$ cat src/hw/rtl/fqv_pkg.sv
// Shared types, constants and helper functions of the FASTQ record validator.
package fqv_pkg;

  localparam int LINE_BYTES = 1024;
  localparam int LINE_W     = $clog2(LINE_BYTES);
  localparam int COUNT_BITS = 40;

  localparam logic [LINE_W-1:0]     LINE_CNT_MAX = LINE_W'(LINE_BYTES - 1);
  localparam logic [COUNT_BITS-1:0] CNT_MAX      = '1;

  // Result queue
  localparam int QDEPTH = 8;
  localparam int QAW    = $clog2(QDEPTH);
  localparam int QCW    = QAW + 1;

  // Characters
  localparam logic [7:0] CH_NL   = 8'h0A;
  localparam logic [7:0] CH_AT   = 8'h40;
  localparam logic [7:0] CH_PLUS = 8'h2B;
  localparam logic [7:0] CH_SEMI = 8'h3B;
  localparam logic [7:0] CH_UB   = 8'h42;
  localparam logic [7:0] CH_LH   = 8'h68;

  // Result kinds
  localparam logic KIND_REC = 1'b0;
  localparam logic KIND_SUM = 1'b1;

  // Register indexes
  localparam logic [1:0] REG_MAX_LINE = 2'd0;
  localparam logic [1:0] REG_MIN_QUAL = 2'd1;
  localparam logic [1:0] REG_MAX_QUAL = 2'd2;

  // Reset values of the registers
  localparam logic [LINE_W-1:0] MAX_LINE_RST = LINE_W'(1022);
  localparam logic [7:0]        MIN_QUAL_RST = 8'd33;
  localparam logic [7:0]        MAX_QUAL_RST = 8'd126;

  typedef enum logic [2:0] {
    ST_OK           = 3'd0,
    ST_BAD_HDR      = 3'd1,
    ST_NO_PLUS      = 3'd2,
    ST_LONG         = 3'd3,
    ST_LEN_MISMATCH = 3'd4,
    ST_BAD_BASE     = 3'd5,
    ST_BAD_QUAL     = 3'd6,
    ST_TRUNC        = 3'd7
  } status_t;

  typedef enum logic [2:0] {
    FMT_NONE      = 3'd0,
    FMT_PHRED33   = 3'd1,
    FMT_PHRED33_M = 3'd2,
    FMT_SOLEXA    = 3'd3,
    FMT_ILL13     = 3'd4,
    FMT_ILL15     = 3'd5
  } fmt_t;

  typedef struct packed {
    logic [LINE_W-1:0] line_cap;
    logic [7:0]        min_q;
    logic [7:0]        max_q;
  } cfg_t;

  typedef struct packed {
    logic                  kind;
    status_t               status;
    logic [LINE_W-1:0]     seq_len;
    logic [7:0]            rec_min;
    logic [7:0]            rec_max;
    logic [COUNT_BITS-1:0] tot_rec;
    logic [COUNT_BITS-1:0] tot_err;
    logic [7:0]            all_min;
    logic [7:0]            all_max;
    fmt_t                  fmt;
    logic                  last;
  } res_t;

  // Up to two results per item; v[1] only with v[0]
  typedef struct packed {
    logic [1:0] v;
    res_t       r0;
    res_t       r1;
  } push_t;

  function automatic logic [2:0] status_rank(input status_t s);
    logic [2:0] r;
    unique case (s)
      ST_TRUNC:        r = 3'd7;
      ST_LONG:         r = 3'd6;
      ST_NO_PLUS:      r = 3'd5;
      ST_LEN_MISMATCH: r = 3'd4;
      ST_BAD_BASE:     r = 3'd3;
      ST_BAD_QUAL:     r = 3'd2;
      ST_BAD_HDR:      r = 3'd1;
      ST_OK:           r = 3'd0;
    endcase
    return r;
  endfunction

  function automatic status_t merge_status(input status_t cur, input status_t add);
    return (status_rank(add) > status_rank(cur)) ? add : cur;
  endfunction

  function automatic logic is_ws(input logic [7:0] b);
    return (b == 8'h20) || (b == 8'h09) || (b == 8'h0B) || (b == 8'h0C) || (b == 8'h0D);
  endfunction

  function automatic logic is_nuc(input logic [7:0] b);
    logic hit;
    unique case (b)
      "A", "T", "C", "G", "N", "a", "t", "c", "g", "n",
      "M", "R", "W", "S", "Y", "K", "m", "r", "w", "s", "y", "k": hit = 1'b1;
      default: hit = 1'b0;
    endcase
    return hit;
  endfunction

  function automatic fmt_t guess_fmt(input logic seen, input logic [7:0] gmin,
                                     input logic [7:0] gmax);
    fmt_t f;
    priority if (!seen)          f = FMT_NONE;
    else if (gmin < CH_SEMI)     f = (gmax >= CH_LH) ? FMT_PHRED33_M : FMT_PHRED33;
    else if (gmin < CH_AT)       f = FMT_SOLEXA;
    else if (gmin < CH_UB)       f = FMT_ILL13;
    else                         f = FMT_ILL15;
    return f;
  endfunction

endpackage

$ cat src/hw/rtl/fqv_parse.sv
// Input register, per-byte record parser state and result generation.
module fqv_parse import fqv_pkg::*; (
  input  logic       clk,
  input  logic       rst_n,
  input  logic       take,
  input  logic [7:0] take_byte,
  input  logic       take_eos,
  input  cfg_t       cfg,
  output logic       busy,
  output push_t      push
);

  logic       s0_v_r;
  logic [7:0] s0_byte_r;
  logic       s0_eos_r;

  logic [1:0]            line_idx_r, line_idx_nxt;
  logic                  resync_r, resync_nxt;
  logic                  at_start_r, at_start_nxt;
  logic [LINE_W-1:0]     line_cnt_r, line_cnt_nxt;
  logic [LINE_W-1:0]     pend_ws_r, pend_ws_nxt;
  logic [LINE_W-1:0]     seq_len_r, seq_len_nxt;
  status_t               rec_err_r, rec_err_nxt;
  logic [7:0]            rec_min_r, rec_min_nxt;
  logic [7:0]            rec_max_r, rec_max_nxt;
  logic [7:0]            g_min_r, g_min_nxt;
  logic [7:0]            g_max_r, g_max_nxt;
  logic                  g_seen_r, g_seen_nxt;
  logic [COUNT_BITS-1:0] rec_cnt_r, rec_cnt_nxt;
  logic [COUNT_BITS-1:0] err_cnt_r, err_cnt_nxt;

  logic [LINE_W-1:0] stripped;
  logic              go;
  logic              interior;
  logic              do_emit;
  logic              do_sum;
  status_t           emit_st;
  res_t              rec_res;
  res_t              sum_res;

  assign busy = s0_v_r;

  always_ff @(posedge clk) begin
    if (!rst_n) begin
      s0_v_r <= 1'b0;
    end else begin
      s0_v_r <= take;
    end
    if (take) begin
      s0_byte_r <= take_byte;
      s0_eos_r  <= take_eos;
    end
  end

  always_comb begin
    line_idx_nxt = line_idx_r;
    resync_nxt   = resync_r;
    at_start_nxt = at_start_r;
    line_cnt_nxt = line_cnt_r;
    pend_ws_nxt  = pend_ws_r;
    seq_len_nxt  = seq_len_r;
    rec_err_nxt  = rec_err_r;
    rec_min_nxt  = rec_min_r;
    rec_max_nxt  = rec_max_r;
    g_min_nxt    = g_min_r;
    g_max_nxt    = g_max_r;
    g_seen_nxt   = g_seen_r;
    rec_cnt_nxt  = rec_cnt_r;
    err_cnt_nxt  = err_cnt_r;
    stripped     = line_cnt_r - pend_ws_r;
    go           = 1'b0;
    interior     = 1'b0;
    do_emit      = 1'b0;
    do_sum       = 1'b0;
    emit_st      = ST_OK;
    rec_res      = '0;
    sum_res      = '0;
    push         = '0;

    if (s0_v_r) begin
      if (s0_eos_r) begin
        // an open record is closed as truncated before the summary
        if (!resync_r && (line_idx_r != 2'd0 || !at_start_r)) begin
          do_emit = 1'b1;
          emit_st = ST_TRUNC;
        end
        do_sum = 1'b1;
      end else begin
        go = 1'b1;
        if (resync_r) begin
          if (at_start_r && s0_byte_r == CH_AT) begin
            resync_nxt = 1'b0;
          end else begin
            at_start_nxt = (s0_byte_r == CH_NL);
            go           = 1'b0;
          end
        end
        if (go) begin
          if (line_idx_r == 2'd0 && at_start_r && s0_byte_r != CH_AT) begin
            do_emit      = 1'b1;
            emit_st      = ST_BAD_HDR;
            resync_nxt   = 1'b1;
            at_start_nxt = (s0_byte_r == CH_NL);
          end else if (s0_byte_r == CH_NL) begin
            if (line_idx_r == 2'd2 && at_start_r) begin
              rec_err_nxt = merge_status(rec_err_nxt, ST_NO_PLUS);
            end
            at_start_nxt = 1'b1;
            if (line_idx_r == 2'd1) begin
              seq_len_nxt = stripped;
            end
            if (line_idx_r == 2'd3) begin
              if (seq_len_r != '0 && stripped != seq_len_r) begin
                rec_err_nxt = merge_status(rec_err_nxt, ST_LEN_MISMATCH);
              end
              do_emit      = 1'b1;
              emit_st      = rec_err_nxt;
              line_idx_nxt = 2'd0;
            end else begin
              line_idx_nxt = line_idx_r + 2'd1;
              line_cnt_nxt = '0;
              pend_ws_nxt  = '0;
            end
          end else begin
            if (line_idx_r == 2'd2 && at_start_r && s0_byte_r != CH_PLUS) begin
              rec_err_nxt = merge_status(rec_err_nxt, ST_NO_PLUS);
            end
            at_start_nxt = 1'b0;
            if (line_cnt_r < LINE_CNT_MAX) begin
              line_cnt_nxt = line_cnt_r + LINE_W'(1);
            end
            if (line_cnt_nxt > cfg.line_cap) begin
              rec_err_nxt = merge_status(rec_err_nxt, ST_LONG);
            end
            if (is_ws(s0_byte_r)) begin
              if (pend_ws_r < line_cnt_nxt) begin
                pend_ws_nxt = pend_ws_r + LINE_W'(1);
              end
            end else begin
              interior    = (pend_ws_r != '0);
              pend_ws_nxt = '0;
              if (line_idx_r == 2'd1) begin
                if (interior || !is_nuc(s0_byte_r)) begin
                  rec_err_nxt = merge_status(rec_err_nxt, ST_BAD_BASE);
                end
              end else if (line_idx_r == 2'd3 && seq_len_r != '0) begin
                if (s0_byte_r < rec_min_r) rec_min_nxt = s0_byte_r;
                if (s0_byte_r > rec_max_r) rec_max_nxt = s0_byte_r;
                if (interior || s0_byte_r < cfg.min_q || s0_byte_r > cfg.max_q) begin
                  rec_err_nxt = merge_status(rec_err_nxt, ST_BAD_QUAL);
                end
              end
            end
          end
        end
      end
    end

    // Close the record: counts, global extremes, then clear per-record state
    if (do_emit) begin
      if (rec_cnt_r != CNT_MAX) rec_cnt_nxt = rec_cnt_r + COUNT_BITS'(1);
      if (emit_st != ST_OK && err_cnt_r != CNT_MAX) begin
        err_cnt_nxt = err_cnt_r + COUNT_BITS'(1);
      end
      // an empty sequence leaves the extremes alone
      if (emit_st == ST_OK && seq_len_r != '0) begin
        if (rec_min_r < g_min_r) g_min_nxt = rec_min_r;
        if (rec_max_r > g_max_r) g_max_nxt = rec_max_r;
        g_seen_nxt = 1'b1;
      end
      rec_res.kind    = KIND_REC;
      rec_res.status  = emit_st;
      rec_res.seq_len = seq_len_r;
      rec_res.rec_min = rec_min_r;
      rec_res.rec_max = rec_max_r;
      rec_res.tot_rec = rec_cnt_nxt;
      rec_res.tot_err = err_cnt_nxt;
      rec_res.all_min = g_min_nxt;
      rec_res.all_max = g_max_nxt;
      rec_res.fmt     = guess_fmt(g_seen_nxt, g_min_nxt, g_max_nxt);
      rec_res.last    = !do_sum;
      push.v[0]       = 1'b1;
      push.r0         = rec_res;
      seq_len_nxt     = '0;
      rec_err_nxt     = ST_OK;
      rec_min_nxt     = 8'hFF;
      rec_max_nxt     = 8'h00;
      line_cnt_nxt    = '0;
      pend_ws_nxt     = '0;
    end

    if (do_sum) begin
      sum_res.kind    = KIND_SUM;
      sum_res.status  = ST_OK;
      sum_res.tot_rec = rec_cnt_nxt;
      sum_res.tot_err = err_cnt_nxt;
      sum_res.all_min = g_min_nxt;
      sum_res.all_max = g_max_nxt;
      sum_res.fmt     = guess_fmt(g_seen_nxt, g_min_nxt, g_max_nxt);
      sum_res.last    = 1'b1;
      if (do_emit) begin
        push.v[1] = 1'b1;
        push.r1   = sum_res;
      end else begin
        push.v[0] = 1'b1;
        push.r0   = sum_res;
      end
      line_idx_nxt = 2'd0;
      resync_nxt   = 1'b0;
      at_start_nxt = 1'b1;
      line_cnt_nxt = '0;
      pend_ws_nxt  = '0;
      seq_len_nxt  = '0;
      rec_err_nxt  = ST_OK;
      rec_min_nxt  = 8'hFF;
      rec_max_nxt  = 8'h00;
      g_min_nxt    = 8'hFF;
      g_max_nxt    = 8'h00;
      g_seen_nxt   = 1'b0;
      rec_cnt_nxt  = '0;
      err_cnt_nxt  = '0;
    end
  end

  always_ff @(posedge clk) begin
    if (!rst_n) begin
      line_idx_r <= 2'd0;
      resync_r   <= 1'b0;
      at_start_r <= 1'b1;
      line_cnt_r <= '0;
      pend_ws_r  <= '0;
      seq_len_r  <= '0;
      rec_err_r  <= ST_OK;
      rec_min_r  <= 8'hFF;
      rec_max_r  <= 8'h00;
      g_min_r    <= 8'hFF;
      g_max_r    <= 8'h00;
      g_seen_r   <= 1'b0;
      rec_cnt_r  <= '0;
      err_cnt_r  <= '0;
    end else begin
      line_idx_r <= line_idx_nxt;
      resync_r   <= resync_nxt;
      at_start_r <= at_start_nxt;
      line_cnt_r <= line_cnt_nxt;
      pend_ws_r  <= pend_ws_nxt;
      seq_len_r  <= seq_len_nxt;
      rec_err_r  <= rec_err_nxt;
      rec_min_r  <= rec_min_nxt;
      rec_max_r  <= rec_max_nxt;
      g_min_r    <= g_min_nxt;
      g_max_r    <= g_max_nxt;
      g_seen_r   <= g_seen_nxt;
      rec_cnt_r  <= rec_cnt_nxt;
      err_cnt_r  <= err_cnt_nxt;
    end
  end

  // resync only ever runs while waiting for a header
  a_resync_hdr: assert property (@(posedge clk) disable iff (!rst_n)
    resync_r |-> (line_idx_r == 2'd0))
    else $error("resync outside header line");

  a_ws_run: assert property (@(posedge clk) disable iff (!rst_n)
    pend_ws_r <= line_cnt_r)
    else $error("trailing whitespace run longer than line");

  // a second result is always the summary and closes the item
  a_two_res: assert property (@(posedge clk) disable iff (!rst_n)
    push.v[1] |-> (push.v[0] && push.r1.kind == KIND_SUM && push.r1.last && !push.r0.last))
    else $error("bad double result");

endmodule

$ cat src/hw/rtl/fqv_outq.sv
// Result queue between the parser and the output channel.
module fqv_outq import fqv_pkg::*; (
  input  logic  clk,
  input  logic  rst_n,
  input  push_t push,
  input  logic  busy,
  output logic  in_hold,
  output logic  q_valid,
  input  logic  q_stall,
  output res_t  q_head
);

  localparam int QSW = QCW + 1;

  res_t             q_mem [QDEPTH];
  logic [QAW-1:0]   wr_ptr_r, wr_ptr_nxt;
  logic [QAW-1:0]   rd_ptr_r, rd_ptr_nxt;
  logic [QCW-1:0]   q_cnt_r, q_cnt_nxt;
  logic [1:0]       n_push;
  logic             pop;
  logic [QSW-1:0]   hold_lvl;

  assign q_valid = (q_cnt_r != '0);
  assign q_head  = q_mem[rd_ptr_r];
  assign pop     = q_valid && !q_stall;
  assign n_push  = {1'b0, push.v[0]} + {1'b0, push.v[1]};

  // the item in the parser may still add two results
  assign hold_lvl = QSW'(q_cnt_r) + (busy ? QSW'(2) : QSW'(0));
  assign in_hold  = hold_lvl > QSW'(QDEPTH - 2);

  assign wr_ptr_nxt = wr_ptr_r + QAW'(n_push);
  assign rd_ptr_nxt = rd_ptr_r + QAW'(pop);
  assign q_cnt_nxt  = q_cnt_r + QCW'(n_push) - QCW'(pop);

  always_ff @(posedge clk) begin
    if (push.v[0]) q_mem[wr_ptr_r] <= push.r0;
    if (push.v[1]) q_mem[wr_ptr_r + QAW'(1)] <= push.r1;
  end

  always_ff @(posedge clk) begin
    if (!rst_n) begin
      wr_ptr_r <= '0;
      rd_ptr_r <= '0;
      q_cnt_r  <= '0;
    end else begin
      wr_ptr_r <= wr_ptr_nxt;
      rd_ptr_r <= rd_ptr_nxt;
      q_cnt_r  <= q_cnt_nxt;
    end
  end

  a_no_ovf: assert property (@(posedge clk) disable iff (!rst_n)
    q_cnt_r <= QCW'(QDEPTH))
    else $error("result queue overflow");

  a_hold_keeps: assert property (@(posedge clk) disable iff (!rst_n)
    (q_valid && q_stall) |=> (q_cnt_r >= $past(q_cnt_r)))
    else $error("queue lost a result while stalled");

endmodule

$ cat src/hw/rtl/fastq_record_validator.sv
// FASTQ record validator top level: register port, parser and result queue.
// A result passes the input register and then the result queue before out_valid offers it.
// Unstalled, one byte per cycle; end of stream yields up to two results, one per cycle.
// in_stall rises only when the 8-entry result queue could not absorb two more results.
// Reset (rst_n, synchronous, active low) clears parser state, counts, the queue and
// returns the three registers to 1022, 33 and 126.
module fastq_record_validator import fqv_pkg::*; (
  input  logic                  clk,
  input  logic                  rst_n,
  input  logic                  psel,
  input  logic                  penable,
  input  logic                  pwrite,
  input  logic [3:0]            paddr,
  input  logic [31:0]           pwdata,
  output logic [31:0]           prdata,
  output logic                  pready,
  input  logic                  in_valid,
  output logic                  in_stall,
  input  logic [7:0]            in_data_byte,
  input  logic                  in_end_of_stream,
  output logic                  out_valid,
  input  logic                  out_stall,
  output logic                  out_result_kind,
  output logic [2:0]            out_record_status,
  output logic [LINE_W-1:0]     out_seq_length,
  output logic [7:0]            out_rec_min_qual,
  output logic [7:0]            out_rec_max_qual,
  output logic [COUNT_BITS-1:0] out_total_records,
  output logic [COUNT_BITS-1:0] out_total_errors,
  output logic [7:0]            out_all_min_qual,
  output logic [7:0]            out_all_max_qual,
  output logic [2:0]            out_format_guess,
  output logic                  out_last_result
);

  logic [LINE_W-1:0] max_line_r;
  logic [7:0]        min_qual_r;
  logic [7:0]        max_qual_r;
  logic [1:0]        reg_idx;
  logic              wr_en;
  cfg_t              cfg;
  push_t             push;
  logic              busy;
  logic              take;
  res_t              head;

  assign pready  = 1'b1;
  assign reg_idx = paddr[3:2];
  assign wr_en   = psel && penable && pwrite;

  always_ff @(posedge clk) begin
    if (!rst_n) begin
      max_line_r <= MAX_LINE_RST;
      min_qual_r <= MIN_QUAL_RST;
      max_qual_r <= MAX_QUAL_RST;
    end else if (wr_en) begin
      unique case (reg_idx)
        REG_MAX_LINE: max_line_r <= pwdata[LINE_W-1:0];
        REG_MIN_QUAL: min_qual_r <= pwdata[7:0];
        REG_MAX_QUAL: max_qual_r <= pwdata[7:0];
        default: ;
      endcase
    end
  end

  always_comb begin
    unique case (reg_idx)
      REG_MAX_LINE: prdata = 32'(max_line_r);
      REG_MIN_QUAL: prdata = 32'(min_qual_r);
      REG_MAX_QUAL: prdata = 32'(max_qual_r);
      default:      prdata = '0;
    endcase
  end

  assign cfg.line_cap = max_line_r;
  assign cfg.min_q    = min_qual_r;
  assign cfg.max_q    = max_qual_r;

  assign take = in_valid && !in_stall;

  fqv_parse u_parse (
    .clk       (clk),
    .rst_n     (rst_n),
    .take      (take),
    .take_byte (in_data_byte),
    .take_eos  (in_end_of_stream),
    .cfg       (cfg),
    .busy      (busy),
    .push      (push)
  );

  fqv_outq u_outq (
    .clk     (clk),
    .rst_n   (rst_n),
    .push    (push),
    .busy    (busy),
    .in_hold (in_stall),
    .q_valid (out_valid),
    .q_stall (out_stall),
    .q_head  (head)
  );

  assign out_result_kind   = head.kind;
  assign out_record_status = head.status;
  assign out_seq_length    = head.seq_len;
  assign out_rec_min_qual  = head.rec_min;
  assign out_rec_max_qual  = head.rec_max;
  assign out_total_records = head.tot_rec;
  assign out_total_errors  = head.tot_err;
  assign out_all_min_qual  = head.all_min;
  assign out_all_max_qual  = head.all_max;
  assign out_format_guess  = head.fmt;
  assign out_last_result   = head.last;

endmodule
$ cat config.mk
export PLATFORM = sky130hd
export DESIGN_NAME = fastq_record_validator
export DESIGN_NICKNAME = d
export VERILOG_FILES = /design/src/hw/rtl/fqv_pkg.sv /design/src/hw/rtl/fqv_parse.sv /design/src/hw/rtl/fqv_outq.sv /design/src/hw/rtl/fastq_record_validator.sv
export SDC_FILE = /design/constraint.sdc
export NUM_CORES = 2
export LEC_CHECK = 0
export BUFFER_PORTS_ARGS = -buffer_cell sky130_fd_sc_hd__buf_2
export CORE_ASPECT_RATIO = 1.2
export CORE_MARGIN = 1.5
export CORE_UTILIZATION = 60
export CTS_CLUSTER_DIAMETER = 50
export CTS_CLUSTER_SIZE = 40
export DETAILED_ROUTE_END_ITERATION = 8
export PLACE_DENSITY = 0.89
export SYNTH_ARGS = -nofsm -noshare
export SYNTH_HDL_FRONTEND = slang
export SYNTH_HIERARCHICAL = 1
export SYNTH_SLANG_ARGS = --single-unit
$ cat constraint.sdc
create_clock -name clk -period 29.1 [get_ports clk]
set_clock_uncertainty 0.15 [all_clocks]
set_input_delay 4.365 -clock clk [delete_from_list [all_inputs] [get_ports clk]]
set_output_delay 4.365 -clock clk [all_outputs]
set_load 0.005 [all_outputs]
==> flow_metrics.env <==
export IMPL_outcome="complete, no violations"
export IMPL_syn2layout_area_growth_pct=8.42
export IMPL_routabilityCongestion=0.905
export IMPL_async_reset_ff_share_pct=0
export IMPL_maxCapViolations=0
export IMPL_die_w_um=308
export IMPL_setup_worst_path_start="paddr[2]"
export IMPL_place_area_um2=68900
export IMPL_cp_max_fo=13
export IMPL_cp_required_ns=24.58
export IMPL_hold_depth=2
export IMPL_hold_class="reg2reg"
export IMPL_power_density_nw_per_um2=61.7
export IMPL_rows=134
export IMPL_drtAntennaViolNets=0
export IMPL_finalWirelength_um=174000
export IMPL_r2r_cells=14
export IMPL_slew_viol_final=0
export IMPL_ys_seq_area_share_pct=52.7
export IMPL_num_vias=43390
export IMPL_reg2reg_from="u_parse/line_idx_r[0]"
export IMPL_synth_area_leaders="edfxtp_1 (47%), mux2_2 (15%), mux4_2 (8.7%), dfxtp_1 (5.7%), mux2_1 (4.5%)"
export IMPL_finalSetupViolations=0
export IMPL_post_cts_buffers=0
export IMPL_grt_pass1_wl_um=264000
export IMPL_cp_arrival_ns=5.34
export IMPL_io_buffers=169
export IMPL_crit_type="in2out"
export IMPL_first_iter_violations=5472
export IMPL_switching_share_pct=27.4
export IMPL_clockBufferDepth=3
export IMPL_synth_largest_area_cell="edfxtp_1"
export IMPL_cp_start_kind="input port"
export IMPL_tritoncts="yes"
export IMPL_fp_dieH_um=369
export IMPL_drt_first_pass_iters=7
export IMPL_power_total_uw=4480
export IMPL_maxSlewHeadroom_pct=17.9
export IMPL_cts_sink_count=1239
export IMPL_synth_edf_count=1049
export IMPL_hold_end="max_qual_r[7]"
export IMPL_io_pin_count=217
export IMPL_fin_crit_ns=9.85
export IMPL_combinationalPowerShare_pct=21.3
export IMPL_fmax_mhz=101
export IMPL_post_drt_wl_per_cell_um=27.1
export IMPL_cts_clk_slew_worst_paths_ns=0.07
export IMPL_synth_seq_cells=1239
export IMPL_start_util_pct=60.3
export IMPL_drc=0
export IMPL_grt_overflow=0
export IMPL_r2r_slack_ns=22.33
export IMPL_grt_max_degree=154
export IMPL_antenna_found_initial=3
export IMPL_cp_common_cell="buf_2"
export IMPL_tns_ns=0
export IMPL_seqPwrFrac_pct=45.1
export IMPL_core_area_um2=111000
export IMPL_post_cts_resized=0
export IMPL_synthesis_area_um2=67000
export IMPL_slowest_delay_ns=0.40
export IMPL_multi_input_area_um2=29800
export IMPL_synthTopCellsByCount="edfxtp_1 (1,049), mux2_2 (912), nor2_1 (317), mux2_1 (268), mux4_2 (260)"
export IMPL_hpwl_um=95100
export IMPL_p_int_uw=3250
export IMPL_slowest_stage="nor2b_2"
export IMPL_clkPwrFrac_pct=33.6
export IMPL_fillerInstances=7465
export IMPL_yosysWarnings=6
export IMPL_finalCritPeriodShare_pct=33.9
export IMPL_vias_per_cell=6.75
export IMPL_grt_setup_unrepaired="false"
export IMPL_ctsHoldBuffers=0
export IMPL_dieArea_um2=114000
export IMPL_clock_latency_ns=0.72
export IMPL_grtUsageTotal_pct=30.3
export IMPL_yosys_most_used_dff="edfxtp_1"
export IMPL_synth_top_cell_area_share_pct=47.0
export IMPL_regArea_um2=35300
export IMPL_h_tree_depth=3
export IMPL_cts_buffers_inserted=109
export IMPL_clockRootBuffer="clkbuf_16"
export IMPL_peakVddDrop_uv=52.4
export IMPL_syn_area_per_cell_um2=14.0
export IMPL_drive_above_1_share_pct=33.4
export IMPL_hold_viol=0
export IMPL_netlist_instances=4792
export IMPL_cp_end_kind="primary output"
export IMPL_yosysMostFrequentCell="edfxtp_1"
export IMPL_p_leak_uw=0.0265
export IMPL_final_area_um2=72600
export IMPL_switching_power_uw=1230
export IMPL_min_delay_start="max_qual_r[7]"
export IMPL_path_cells="buf_2 > nor2b_2 > nand2_1 > o21ai_0 > buf_2"
export IMPL_synth_cell_type_count=87
export IMPL_tightest_slew_ns=1.23
export IMPL_first_global_vias=44577
export IMPL_r2r_end="u_outq/q_mem[5][119]"
export IMPL_fin_nets=4999
==> registers in the layout (all words and copies together) (netlist names), 2 cells and up, named ones only <==
signal and flops:
max_line_r 10, u_parse/g_min_r 8, u_parse/seq_len_r 10, u_parse/pend_ws_r 10, u_parse/g_max_r 8, u_outq/wr_ptr_r 3
u_parse/rec_max_r 8, max_qual_r 8, u_parse/rec_min_r 8, u_parse/line_cnt_r 10, u_outq/q_mem 1040, u_parse/line_idx_r 2
u_parse/rec_err_r 3, u_outq/rd_ptr_r 3, u_parse/err_cnt_r 40, u_parse/s0_byte_r 8, u_parse/rec_cnt_r 40, min_qual_r 8
u_outq/q_cnt_r 4
==> worst max-delay path: cells and delay by family <==
family,cells,cell delay [ns]
buffers and inverters,2,0.36
and+or+nand+nor,2,0.50
AOI/OAI and AO/OA,1,0.11
==> power by group through the flow <==
stage / logic, uW / registers [uW] / clock network (uW)
2_1_floorplan: 674 / 2040 / 0
3_3_place_gp: 930 / 2050 / 0
3_5_place_dp: 946 / 2060 / 0
4_1_cts: 959 / 2020 / 1520
5_1_grt: 1010 / 2030 / 1580
6_report: 955 / 2020 / 1510
==> layout make-up <==
cell class / instances / share of cell area (%)
antenna: 1 / 0.00345
clock buffer: 130 / 3.98
clock inverter: 76 / 1.15
inverter: 127 / 0.657
multi-input combinational: 3122 / 41.0
sequential: 1239 / 48.6
tap: 1496 / 2.58
timing repair buffer: 238 / 1.96
==> layout by cell type, fill, tap and decap left out, types with 107 or more instances in the layout <==
master / Yosys / routed
mux4_2: 260 / 260
nand2_1: 236 / 231
buf_2: 137 / 169
mux2_2: 912 / 912
mux2_1: 268 / 268
ha_1: 107 / 107
o21ai_0: 123 / 121
clkbuf_16: 0 / 112
edfxtp_1: 1049 / 1049
inv_1: 126 / 126
dfxtp_1: 190 / 187
nor2_1: 317 / 312
==> metal layers <==
layer  track usage, %  share of wire, %
met1             38.4                36
met2             51.1                49
met3             4.63                10
met4             14.4               4.8
met5                0            0.0069
==> per-stage QoR <==
stage | instances | util [%] | setup WS, ns | hold slack [ns]
final | 6429 | 65.4 | 19.25 | 0.336
after global routing | 6428 | 65.4 | 19.14 | 0.367
after CTS | 6428 | 65.4 | 19.27 | 0.335
after detailed placement | 6222 | 62.1 | 19.28 | 0.321
after global placement | 6222 | 62.1 | 19.29 | 0.317
after floorplan | 4841 | - | 15.59 | 0.297
==> cells by family (layout without fill, tap and decap cells) <==
| logic type | count (synthesis) | count (layout) | share of synthesized area [%] |
|---|---|---|---|
| flip-flops | 1239 | 1239 | 52.7 |
| XOR/XNOR | 121 | 121 | 1.62 |
| other | 3 | 53 | 0.0168 |
| AO/OA/AOI/OAI | 424 | 424 | 4.04 |
| buffers and inverters | 480 | 571 | 3.38 |
| multiplexers | 1531 | 1531 | 30.0 |
| AND/OR/NAND/NOR | 884 | 884 | 6.19 |
| adder cells (fa/ha/maj) | 110 | 110 | 2.09 |
==> how the worst max path moves through the flow <==
stage | to | slack [ns] | cells after the start
global placement | prdata[5] | 19.29 | 5
global route | prdata[0] | 19.14 | 5
detailed placement | prdata[4] | 19.28 | 5
floorplan | u_outq/q_mem[2][0] | 15.59 | 15
CTS | prdata[4] | 19.27 | 5
finish | prdata[4] | 19.25 | 5
Note: power is estimated with default switching activity, not from simulation.
